<file path="config.mk">
export PLATFORM = sky130hd
export DESIGN_NAME = yuv_to_rgb_with_sad
export DESIGN_NICKNAME = d
export VERILOG_FILES = /design/src/rtl/yrs_pkg.sv /design/src/rtl/yuv_to_rgb_with_sad.sv
export SDC_FILE = /design/constraint.sdc
export NUM_CORES = 1
export LEC_CHECK = 0
export BUFFER_PORTS_ARGS = -buffer_cell sky130_fd_sc_hd__buf_2
export CAP_MARGIN = 40
export CORE_AREA = 5 5 188 190
export CTS_CLUSTER_SIZE = 30
export DETAILED_ROUTE_END_ITERATION = 16
export DIE_AREA = 0 0 193 195
export GPL_ROUTABILITY_DRIVEN = 0
export GPL_TIMING_DRIVEN = 0
export PLACE_DENSITY = 0.83
export REMOVE_ABC_BUFFERS = 1
export SLEW_MARGIN = 20
export SYNTH_ARGS = -nofsm -noshare
export SYNTH_HDL_FRONTEND = slang
export SYNTH_SLANG_ARGS = --single-unit
</file>
<file path="constraint.sdc">
create_clock -name clk -period 14.1 [get_ports clk]
set_input_delay 2.115 -clock clk [delete_from_list [all_inputs] [get_ports clk]]
set_output_delay 2.115 -clock clk [all_outputs]
set_load 0.005 [all_outputs]
</file>
<file path="src/rtl/yrs_pkg.sv">
// Constants and helper functions for the YUV to RGB converter with SAD.
// No dependencies; used by the top level and its checker.
package yrs_pkg;

	localparam int ACC_WIDTH = 40;
	localparam int DIFF_W    = 40;
	localparam int PIX_W     = 8;
	localparam int FRAC_BITS = 16;
	// signed Q.16 channel sum, wide enough for every byte pattern
	localparam int SUM_W     = 28;
	localparam int COEF_W    = 18;
	localparam int SADD_W    = PIX_W + 2;

	localparam int IN_DATA_W  = 6 * PIX_W;
	localparam int OUT_DATA_W = 3 * PIX_W + DIFF_W;

	localparam logic [ACC_WIDTH-1:0] ACC_MAX = {ACC_WIDTH{1'b1}};

	// full-range matrix, Q.16
	localparam logic signed [COEF_W-1:0] K_R_CB = 18'sd199;
	localparam logic signed [COEF_W-1:0] K_R_CR = 18'sd91715;
	localparam logic signed [COEF_W-1:0] K_G_CB = 18'sd22559;
	localparam logic signed [COEF_W-1:0] K_G_CR = 18'sd47003;
	localparam logic signed [COEF_W-1:0] K_B_CB = 18'sd116158;
	localparam logic signed [COEF_W-1:0] K_B_CR = 18'sd402;

	typedef logic [PIX_W-1:0] pix_t;

	// negative -> 0, drop fraction, saturate at 255
	function automatic pix_t clamp_q16(input logic signed [SUM_W-1:0] v);
		pix_t res;
		if (v[SUM_W-1]) begin
			res = '0;
		end else if (|v[SUM_W-2:FRAC_BITS+PIX_W]) begin
			res = '1;
		end else begin
			res = v[FRAC_BITS+PIX_W-1:FRAC_BITS];
		end
		return res;
	endfunction

	function automatic pix_t abs_diff(input pix_t a, input pix_t b);
		pix_t res;
		if (a > b) begin
			res = a - b;
		end else begin
			res = b - a;
		end
		return res;
	endfunction

endpackage

</file>
<file path="src/rtl/yuv_to_rgb_with_sad.sv">
// Pixel converter: NV21 YCrCb or RGB888 in, clamped RGB888 out, with a running
// sum of absolute differences against a golden pixel. Depends on yrs_pkg.
//
// Usage:
//   Input stream s_*: one pixel per transfer. s_tdata carries the three samples
//   and the golden RGB bytes; s_tuser is frame_start, which clears the SAD
//   accumulator before this pixel's difference is added.
//   Output stream m_*: one result per input pixel, in order. m_tdata carries
//   the converted RGB bytes and the saturating SAD total after this pixel.
//   cfg_wr_en/cfg_wr_data write pixel_format (0 NV21, 1 RGB888); write it only
//   while no pixel is in flight.
// Timing:
//   From input transfer to m_tvalid there is an input register, then the
//   matrix, clamp, difference and accumulate logic into the result register.
//   One pixel per cycle sustained while m_tready is high; the accumulator add
//   closes in the result stage.
// Reset (arst_n low) empties both stages, clears the accumulator and sets
// pixel_format to NV21. When m_tready is low the result holds and the input
// register, if empty, still takes one more pixel before s_tready drops.
module yuv_to_rgb_with_sad (
	input  logic                             clk,
	input  logic                             arst_n,
	input  logic                             cfg_wr_en,
	input  logic                             cfg_wr_data,
	input  logic                             s_tvalid,
	output logic                             s_tready,
	// sample_first, sample_second, sample_third, golden_red, golden_green, golden_blue
	input  logic [yrs_pkg::IN_DATA_W-1:0]    s_tdata,
	// frame_start
	input  logic                             s_tuser,
	output logic                             m_tvalid,
	input  logic                             m_tready,
	// out_red, out_green, out_blue, diff_total
	output logic [yrs_pkg::OUT_DATA_W-1:0]   m_tdata
);

	localparam int PW = yrs_pkg::PIX_W;
	localparam int SW = yrs_pkg::SUM_W;
	localparam int AW = yrs_pkg::ACC_WIDTH;

	logic fmt_q;

	logic                 valid_s1;
	yrs_pkg::pix_t        samp0_s1, samp1_s1, samp2_s1;
	yrs_pkg::pix_t        gold_r_s1, gold_g_s1, gold_b_s1;
	logic                 start_s1;

	logic                 valid_s2;
	yrs_pkg::pix_t        red_s2, green_s2, blue_s2;
	logic [AW-1:0]        acc_q;

	logic advance, load_s1;

	logic signed [PW-1:0] cr, cb;
	logic signed [SW-1:0] yq;
	logic signed [SW-1:0] p_r_cb, p_r_cr, p_g_cb, p_g_cr, p_b_cb, p_b_cr;
	logic signed [SW-1:0] sum_r, sum_g, sum_b;
	yrs_pkg::pix_t        pix_r, pix_g, pix_b;
	logic [yrs_pkg::SADD_W-1:0] sad;
	logic [AW-1:0]        acc_base, acc_next;
	logic [AW:0]          acc_sum;

	assign advance  = !valid_s2 || m_tready;
	assign s_tready = !valid_s1 || advance;
	assign load_s1  = s_tvalid && s_tready;

	always_ff @(posedge clk or negedge arst_n) begin
		if (!arst_n) begin
			fmt_q <= 1'b0;
		end else if (cfg_wr_en) begin
			fmt_q <= cfg_wr_data;
		end
	end

	// input register
	always_ff @(posedge clk or negedge arst_n) begin
		if (!arst_n) begin
			valid_s1 <= 1'b0;
		end else if (load_s1) begin
			valid_s1 <= 1'b1;
		end else if (advance) begin
			valid_s1 <= 1'b0;
		end
	end

	always_ff @(posedge clk) begin
		if (load_s1) begin
			samp0_s1  <= s_tdata[0*PW +: PW];
			samp1_s1  <= s_tdata[1*PW +: PW];
			samp2_s1  <= s_tdata[2*PW +: PW];
			gold_r_s1 <= s_tdata[3*PW +: PW];
			gold_g_s1 <= s_tdata[4*PW +: PW];
			gold_b_s1 <= s_tdata[5*PW +: PW];
			start_s1  <= s_tuser;
		end
	end

	// chroma minus 128 is the byte with its top bit flipped, read as signed
	assign cr = $signed({~samp1_s1[PW-1], samp1_s1[PW-2:0]});
	assign cb = $signed({~samp2_s1[PW-1], samp2_s1[PW-2:0]});
	assign yq = $signed({{(SW-PW-yrs_pkg::FRAC_BITS){1'b0}}, samp0_s1,
		{yrs_pkg::FRAC_BITS{1'b0}}});

	assign p_r_cb = SW'(yrs_pkg::K_R_CB) * SW'(cb);
	assign p_r_cr = SW'(yrs_pkg::K_R_CR) * SW'(cr);
	assign p_g_cb = SW'(yrs_pkg::K_G_CB) * SW'(cb);
	assign p_g_cr = SW'(yrs_pkg::K_G_CR) * SW'(cr);
	assign p_b_cb = SW'(yrs_pkg::K_B_CB) * SW'(cb);
	assign p_b_cr = SW'(yrs_pkg::K_B_CR) * SW'(cr);

	assign sum_r = yq + p_r_cb + p_r_cr;
	assign sum_g = yq - p_g_cb - p_g_cr;
	assign sum_b = yq + p_b_cb - p_b_cr;

	always_comb begin
		if (fmt_q) begin
			pix_r = samp0_s1;
			pix_g = samp1_s1;
			pix_b = samp2_s1;
		end else begin
			pix_r = yrs_pkg::clamp_q16(sum_r);
			pix_g = yrs_pkg::clamp_q16(sum_g);
			pix_b = yrs_pkg::clamp_q16(sum_b);
		end
	end

	assign sad = yrs_pkg::SADD_W'(yrs_pkg::abs_diff(pix_r, gold_r_s1))
		+ yrs_pkg::SADD_W'(yrs_pkg::abs_diff(pix_g, gold_g_s1))
		+ yrs_pkg::SADD_W'(yrs_pkg::abs_diff(pix_b, gold_b_s1));

	// carry out of the add means saturation
	assign acc_base = start_s1 ? '0 : acc_q;
	assign acc_sum  = {1'b0, acc_base} + (AW+1)'(sad);
	assign acc_next = acc_sum[AW] ? yrs_pkg::ACC_MAX : acc_sum[AW-1:0];

	// result register; acc_q always matches the result on the output
	always_ff @(posedge clk or negedge arst_n) begin
		if (!arst_n) begin
			valid_s2 <= 1'b0;
			acc_q    <= '0;
		end else if (advance) begin
			valid_s2 <= valid_s1;
			if (valid_s1) begin
				acc_q <= acc_next;
			end
		end
	end

	always_ff @(posedge clk) begin
		if (advance && valid_s1) begin
			red_s2   <= pix_r;
			green_s2 <= pix_g;
			blue_s2  <= pix_b;
		end
	end

	assign m_tvalid = valid_s2;
	assign m_tdata  = {yrs_pkg::DIFF_W'(acc_q), blue_s2, green_s2, red_s2};

endmodule

</file>
==> metrics.txt, run 1 <==
DRT antenna net count=0; Seq/Total Area, Yosys=0.154; Clock Skews=0.0123 ns; crit path time final=13.82 ns; CP peak stage delay=0.72 ns; top cell type's share of synthesized area=0.253; Cell Count, Final, Fillers Out=2766; worst skew pair latency=0.43 ns; drt pass-1 iters=5; placed insts=2711; register area=3270 um2; CTS tree=done; detailed-route DRC error count=0; Worst Tran Pin Value=0.895 ns; Avg Vias per Cell=6.13; Largest register FFs=40; area taken by multi-input logic gates=16000 um2; CP dominant cell by count=fa_1; vias=17000; # diodes=0; CORE AREA=33300 um2; Final period util=0.980; max_cap viols=0; Relative slew margins=0.403; CTS Sinks=116; path type of the worst min-delay path=reg2reg; GRT overflow=0; initial core utilization=0.637; Critical Path AT=14.18 ns; Post-Syn Instances=2167; Die H=195 um; CTS root buf=clkbuf_16; Final setup viols=0; most frequent cells in the layout=470 x inv_1, 427 x ha_1, 245 x fa_1; Port Buffers=120; initial antenna violation count=0; largest net degree at the start of global routing=36; first-pass GRT wire length=90300 um; ranking of synthesized cells by area=ha_1 25%, fa_1 23%, edfxtp_1 10%; dpl ws=-0.811 ns; vias in the first global route=17500; layout cells sized above 1=0.106; Largest Register=acc_q; status=finished clean; Critical Path RT=14.46 ns; Site Rows=67; Critical Path Fanout Max=13; # fillers=2348; Post-synth EDFFs=73; most common cell after layout, fill and taps aside=inv_1; H-tree depth=4; Max Slew Vio Count=0; I/O pins=121; WS Path Type=reg2reg; Core Util, Final=0.697; Starting DRT DRC Count=1332; fmax=72.4 MHz; post-DP HPWL=45100 um; Ys Warns=0; flops & latches, synth=116; most area-hungry cell type in the Yosys netlist=ha_1; Final nets=3035; Final WS setup=0.280 ns; final hold viol count=0; Mean Syn Cell Area=9.78 um2; DIE AREA=37600 um2; CP Launch Type=flip-flop; critical path's slowest cell=or4_4; Mapped Area=21200 um2; Syn-to-layout area delta=9.49%; GR Util All Layers=0.304; Die Wd=193 um; worst hold margin=0.514 ns; CP Capture Type=flip-flop; Post-CTS Hold Buffers=0; WL/cell=20.6 um; asr flop ratio synth=0.371; unique cell type count in the Yosys netlist=84; TritonCTS buffer count=17; Synth Flop Type=edfxtp_1; maximum buffer depth of the clock tree=2; WL final=56900 um; Reg clk slew, reported paths=0.06 ns
## final timing paths
check / startpoint / endpoint / slack, ns / cells after the start
max in group asynchronous: arst_n / fmt_q$_DFFE_PN0P_ / 11.98 / 2
setup / recovery: samp2_s1[0]$_DFFE_PP_ / acc_q[38]$_DFFE_PN0P_ / 0.28 / 49
setup reg to reg: samp2_s1[0]$_DFFE_PP_ / acc_q[38]$_DFFE_PN0P_ / 0.28 / 49
hold / removal: acc_q[5]$_DFFE_PN0P_ / acc_q[5]$_DFFE_PN0P_ / 0.51 / 2
hold reg to reg: acc_q[5]$_DFFE_PN0P_ / acc_q[5]$_DFFE_PN0P_ / 0.51 / 2
min in group asynchronous: arst_n / acc_q[28]$_DFFE_PN0P_ / 1.61 / 1
## through the flow
stage,area [um2],setup TNS (ns)
2_1_floorplan,21000,0
3_3_place_gp,22100,-34.90
3_5_place_dp,22400,-20.25
4_1_cts,23100,0
5_1_grt,23200,-1.33
6_report,23200,0
## logic make-up after synthesis
| family | count (synthesis) | share of synthesized area |
|---|---|---|
| mux | 39 | 0.0188 |
| fa+ha+maj | 674 | 0.485 |
| compound gates | 383 | 0.128 |
| buf+inv | 510 | 0.0936 |
| xor+xnor | 77 | 0.0318 |
| flops | 116 | 0.154 |
| simple gates | 368 | 0.0887 |
## synthesized netlist by cell type (10+ instances only)
| cell | instances |
|---|---|
| a211oi_1 | 12 |
| a21o_1 | 36 |
| a21oi_1 | 86 |
| a2bb2oi_1 | 11 |
| a31oi_1 | 16 |
| and3_1 | 16 |
| clkbuf_1 | 26 |
| dfrtp_1 | 43 |
| edfxtp_1 | 73 |
| fa_1 | 245 |
| ha_1 | 429 |
| inv_1 | 472 |
| mux2i_1 | 32 |
| nand2_1 | 105 |
| nand2b_1 | 11 |
| nand3_1 | 39 |
| nand4_1 | 19 |
| nor2_1 | 72 |
| nor2b_1 | 20 |
| nor3_1 | 30 |
| o211ai_1 | 27 |
| o21a_1 | 25 |
| o21ai_0 | 53 |
| o21bai_1 | 17 |
| or2_2 | 10 |
| xnor2_1 | 47 |
| xor2_1 | 30 |
## repair_timing
item,in CTS,in global routing
pin swaps,1,2
setup buffers,12,11
setup endpoints to repair,40,40
endpoints found under the hold margin,0,0
resized for setup,3,11
## critical path, delay by kind of cell, from the launching register on
family,cells,cell delay [ns]
muxes,1,0.39
adders and majority gates,12,4.93
buffers and inverters,7,0.88
DFF,1,0.44
and+or+nand+nor,10,2.46
xor gates and xnor gates,2,0.55
AOI/OAI and AO/OA,17,4.05
## layer usage
layer  up-vias  track usage  share of wire  wire length (um)
met5         -            0              0                 0
met3       217       0.0641          0.099              5610
met2       898        0.501           0.47             26700
met1      8245        0.389           0.38             21600
met4         0        0.127          0.051              2890
li1       7594            -              -                 -
## final cells by class
class | instances | share of cell area
Multi-Input combinational cell | 1541 | 0.690
Sequential cell | 116 | 0.141
Clock buffer | 18 | 0.0185
Inverter | 472 | 0.0765
Tap cell | 448 | 0.0242
Timing Repair Buffer | 158 | 0.0447
Clock inverter | 13 | 0.00507
Power of run 1 is not shown: default switching activity piles up to over one toggle a cycle in this logic, so the estimate is an artifact.
==> inputs of run 2 (changes only) <==
--- a/config.mk
+++ b/config.mk
@@ -7,10 +7,11 @@
 export LEC_CHECK = 0
 export BUFFER_PORTS_ARGS = -buffer_cell sky130_fd_sc_hd__buf_2
 export CAP_MARGIN = 40
-export CORE_AREA = 5 5 188 190
+export CORE_AREA = 5 5 187 189
+export CTS_BUF_LIST = sky130_fd_sc_hd__clkbuf_4
 export CTS_CLUSTER_SIZE = 30
 export DETAILED_ROUTE_END_ITERATION = 16
-export DIE_AREA = 0 0 193 195
+export DIE_AREA = 0 0 192 194
 export GPL_ROUTABILITY_DRIVEN = 0
 export GPL_TIMING_DRIVEN = 0
 export PLACE_DENSITY = 0.83
==> metrics.txt, run 2 (synthesis gave the netlist of run 1 again) <==
Final period util=0.967 (-0.0127); post-DP HPWL=45700 um (+1.3%); max_cap viols=0 (unchanged); CORE AREA=33100 um2 (-0.50%); Largest Register=acc_q; Relative slew margins=0.450 (+0.0473); vias=16800 (-0.73%); WS Path Type=reg2reg; Site Rows=67 (unchanged); DIE AREA=37200 um2 (-1.0%); detailed-route DRC error count=0 (unchanged); Syn-to-layout area delta=8.51%; reg2reg start=samp1_s1[7]$_DFFE_PP_; CTS tree=done; WL/cell=20.5 um (-0.44%); placed insts=2711 (unchanged); Die H=194 um (-0.51%); largest net degree at the start of global routing=40 (+11%); Cell Count, Final, Fillers Out=2769 (+0.11%); hold_sp=acc_q[1]$_DFFE_PN0P_; DRT antenna net count=0 (unchanged); CP peak stage delay=0.76 ns (+0.04 ns); initial antenna violation count=1 (+1); drt pass-1 iters=7 (+2); Worst Setup EP=acc_q[38]$_DFFE_PN0P_; # fillers=2361 (+0.55%); Core Util, Final=0.695 (-0.00270); Final nets=3036 (+0.033%); Reg clk slew, reported paths=0.11 ns (+0.05 ns); H-tree depth=4 (unchanged); worst skew pair latency=0.57 ns (+0.14 ns); GR Util All Layers=0.302 (-0.00163); final hold viol count=0 (unchanged); Critical Path RT=14.60 ns (+0.14 ns); CP Launch Type=flip-flop; most frequent cells in the layout=468 x inv_1, 427 x ha_1, 245 x fa_1; Worst Tran Pin Value=0.819 ns (-0.0765 ns); dpl ws=-0.943 ns (-0.132 ns); Final WS setup=0.458 ns (+0.179 ns); path type of the worst min-delay path=reg2reg; r2r setup slk=0.46 ns (+0.18 ns); GRT overflow=0 (unchanged); CTS root buf=clkbuf_4; Max Slew Vio Count=0 (unchanged); Starting DRT DRC Count=1237 (-7.1%); Critical Path AT=14.14 ns (-0.04 ns); CP Capture Type=flip-flop; TritonCTS buffer count=17 (unchanged); critical path's slowest cell=edfxtp_1; vias in the first global route=17500 (-0.39%); crit path launch=samp1_s1[7]$_DFFE_PP_; CTS Sinks=116 (unchanged); I/O pins=121 (unchanged); fmax=73.3 MHz (+1.3%); initial core utilization=0.640 (+0.00323); Post-CTS Hold Buffers=0 (unchanged); Die Wd=192 um (-0.52%); Largest register FFs=40 (unchanged); layout cells sized above 1=0.107 (+0.00120); Critical Path Fanout Max=14 (+1); maximum buffer depth of the clock tree=2 (unchanged); RR Endpoint=acc_q[38]$_DFFE_PN0P_; setup TNS=0 ns (unchanged); status=finished clean; CP dominant cell by count=ha_1; most common cell after layout, fill and taps aside=inv_1; Final setup viols=0 (unchanged); crit path time final=13.64 ns (-0.179 ns); Avg Vias per Cell=6.08 (-0.83%); first-pass GRT wire length=89100 um (-1.2%); R2R depth=45 (-8.2%); Clock Skews=0.0213 ns (+0.00896 ns); WL final=56700 um (-0.33%); Port Buffers=120 (unchanged)
[run 2: layout make-up]
cell class / count / area (um2) / area share
Antenna cell: 1 / 2.50 / 0.000109
Clock buffer: 20 / 150 / 0.00653
Clock inverter: 12 / 163 / 0.00707
Inverter: 472 / 1780 / 0.0775
Multi-Input combinational cell: 1541 / 16000 / 0.696
Sequential cell: 116 / 3270 / 0.142
Tap cell: 448 / 561 / 0.0244
Timing Repair Buffer: 159 / 1070 / 0.0463
[run 2: stage by stage]
| stage | hold WS [ns] | cell area, um2 |
|---|---|---|
| after floorplan | 0.457 | 21000 |
| after global placement | 0.464 | 22100 |
| after detailed placement | 0.479 | 22400 |
| after CTS | 0.509 | 22800 |
| after global routing | 0.558 | 23000 |
| final | 0.511 | 23000 |
[run 2: how the worst min path moves through the flow]
stage,endpoint,slack [ns],depth (start not counted)
floorplan,m_tvalid$_DFFE_PN0P_,0.46,1
finish,acc_q[1]$_DFFE_PN0P_,0.51,2
detailed placement,acc_q[1]$_DFFE_PN0P_,0.48,2
global placement,m_tvalid$_DFFE_PN0P_,0.46,1
CTS,acc_q[1]$_DFFE_PN0P_,0.51,2
global route,m_tvalid$_DFFE_PN0P_,0.56,1
[run 2: what timing repair did]
action,CTS,global route
endpoints found under the setup margin,40,40
hold endpoints to repair,0,0
gates resized for setup,2,11
pin swaps,1,3
setup buffers,7,15
[run 2: critical path, delay by kind of cell (launching register included)]
family	cells	cell delay, ns
AO/OA/AOI/OAI	14	3.17
XOR/XNOR	3	0.91
adder cells (fa/ha/maj)	11	4.77
buffers and inverters	7	1.12
flip-flops	1	0.76
multiplexers	1	0.40
AND/OR/NAND/NOR	9	2.42
[run 2: metal layers]
metal  routed length (um)  up-vias  GRT usage
li1                     -     7608          -
met1                21800     8172      0.383
met2                26900      824      0.505
met3                 4920      227     0.0553
met4                 3040        0      0.134
met5                    0        -          0
Power of run 2 is left out for the same reason.
==> inputs of run 3 (changes only) <==
--- a/config.mk
+++ b/config.mk
@@ -14,7 +14,7 @@
 export DIE_AREA = 0 0 192 194
 export GPL_ROUTABILITY_DRIVEN = 0
 export GPL_TIMING_DRIVEN = 0
-export PLACE_DENSITY = 0.83
+export PLACE_DENSITY = 0.89
 export REMOVE_ABC_BUFFERS = 1
 export SLEW_MARGIN = 20
 export SYNTH_ARGS = -nofsm -noshare
==> metrics.txt, run 3 (synthesis gave the netlist of run 1 again) <==
Die H=194 um (unchanged); Die Wd=192 um (unchanged); critical path's slowest cell=or4_4; Final setup viols=0 (unchanged); CTS root buf=clkbuf_4; final hold viol count=0 (unchanged); Syn-to-layout area delta=8.45% (about the same); path type of the worst min-delay path=reg2reg; most frequent cells in the layout=469 x inv_1, 427 x ha_1, 245 x fa_1; H-tree depth=4 (unchanged); DRT antenna net count=0 (unchanged); max_cap viols=0 (unchanged); Relative slew margins=0.271 (-0.179); Critical Path RT=14.63 ns (+0.03 ns); CTS tree=done; Clock Skews=0.0292 ns (+0.00790 ns); layer with the highest usage=met2; crit path launch=samp2_s1[5]$_DFFE_PP_; Site Rows=67 (unchanged); WL/cell=21.6 um (+5.3%); Reg clk slew, reported paths=0.12 ns (about the same); largest net degree at the start of global routing=44 (+10%); initial core utilization=0.640 (unchanged); post-DP HPWL=47300 um (+3.5%); layout cells sized above 1=0.108 (+0.00120); reg2reg start=samp2_s1[5]$_DFFE_PP_; fmax=72.6 MHz (-0.90%); Largest Register=acc_q; Port Buffers=120 (unchanged); CTS Sinks=116 (unchanged); maximum buffer depth of the clock tree=2 (unchanged); CP dominant cell by count=fa_1; CP peak stage delay=0.71 ns (-0.05 ns); GR Util met3=0.0681 (+0.0128); Largest register FFs=40 (unchanged); Critical Path AT=14.29 ns (+0.15 ns); Avg Vias per Cell=6.27 (+3.1%); CP Capture Type=flip-flop; Critical Path Fanout Max=13 (-1); Final period util=0.976 (+0.00876); met2 usage=0.521 (+0.0162); drt pass-1 iters=8 (+1); post-route cell area=23000 um2 (about the same); detailed-route DRC error count=0 (unchanged); Global Route met1 Usage=0.377 (-0.00579); Max Slew Vio Count=0 (unchanged); CORE AREA=33100 um2 (unchanged); WS Path Type=reg2reg; most common cell after layout, fill and taps aside=inv_1; GRT overflow=0 (unchanged); worst skew pair latency=0.59 ns (+0.02 ns); initial antenna violation count=2 (+1); hold_sp=acc_q[5]$_DFFE_PN0P_; TritonCTS buffer count=17 (unchanged); Final nets=3038 (+0.066%); Worst Tran Pin Value=1.07 ns (+0.247 ns); GR Util All Layers=0.314 (+0.0121); first-pass GRT wire length=93000 um (+4.4%); Starting DRT DRC Count=1342 (+8.5%); WL final=59700 um (+5.4%); Post-CTS Hold Buffers=0 (unchanged); CP Launch Type=flip-flop; DIE AREA=37200 um2 (unchanged); status=finished clean; I/O pins=121 (unchanged); crit path time final=13.77 ns (+0.124 ns); vias in the first global route=18400 (+5.6%); vias=17400 (+3.2%); Post-DP Area=22400 um2 (about the same)
-- run 3: layer usage --
layer / vias to the layer above / part of all wire
met5: - / 0.00028
met4: 2 / 0.073
met3: 347 / 0.094
met2: 994 / 0.47
met1: 8431 / 0.36
li1: 7596 / -
-- run 3: worst paths after layout --
check / slack [ns] / endpoint / depth (start not counted)
worst max-delay path: 0.33 / acc_q[38]$_DFFE_PN0P_ / 48
worst min-delay path: 0.53 / acc_q[5]$_DFFE_PN0P_ / 2
worst max register to register: 0.33 / acc_q[38]$_DFFE_PN0P_ / 48
worst min register to register: 0.53 / acc_q[5]$_DFFE_PN0P_ / 2
max in group asynchronous: 12.22 / acc_q[0]$_DFFE_PN0P_ / 2
min in group asynchronous: 1.40 / acc_q[11]$_DFFE_PN0P_ / 1
-- run 3: cell type report --
type | instances | area [um2]
repair buffers | 161 | 1080
inverters | 472 | 1780
flip-flops and latches | 116 | 3270
well taps | 448 | 561
diodes | 1 | 2.50
multi-input cells | 1541 | 16000
clock buffers | 18 | 135
fillers | 2173 | 10100
clock inverters | 14 | 138
-- run 3: stage by stage --
stage / instances / hold WS, ns / utilization / worst slack [ns] / TNS [ns]
global placement: 2697 / 0.464 / 0.669 / -1.07 / -30.33
finish: 2771 / 0.528 / 0.694 / 0.335 / 0
detailed placement: 2711 / 0.502 / 0.677 / -1.04 / -30.31
global route: 2771 / 0.561 / 0.694 / -0.145 / -0.850
floorplan: 2129 / 0.457 / - / 1.60 / 0
CTS: 2755 / 0.526 / 0.688 / 0.0245 / 0
-- run 3: worst max-delay path: cells and delay by family, from the launching register on --
kind            cells  cell delay, ns
mux                 1            0.34
compound gates     19            4.39
fa+ha+maj          11            4.83
flops               1            0.55
simple gates       10            2.28
buf+inv             5            0.71
xor+xnor            2            0.60
-- run 3: timing repair --
action | in CTS | in global routing
setup endpoints to repair | 40 | 40
setup buffers | 12 | 12
pin swaps | 1 | 2
resized for setup | 3 | 10
Power of run 3 is left out for the same reason.
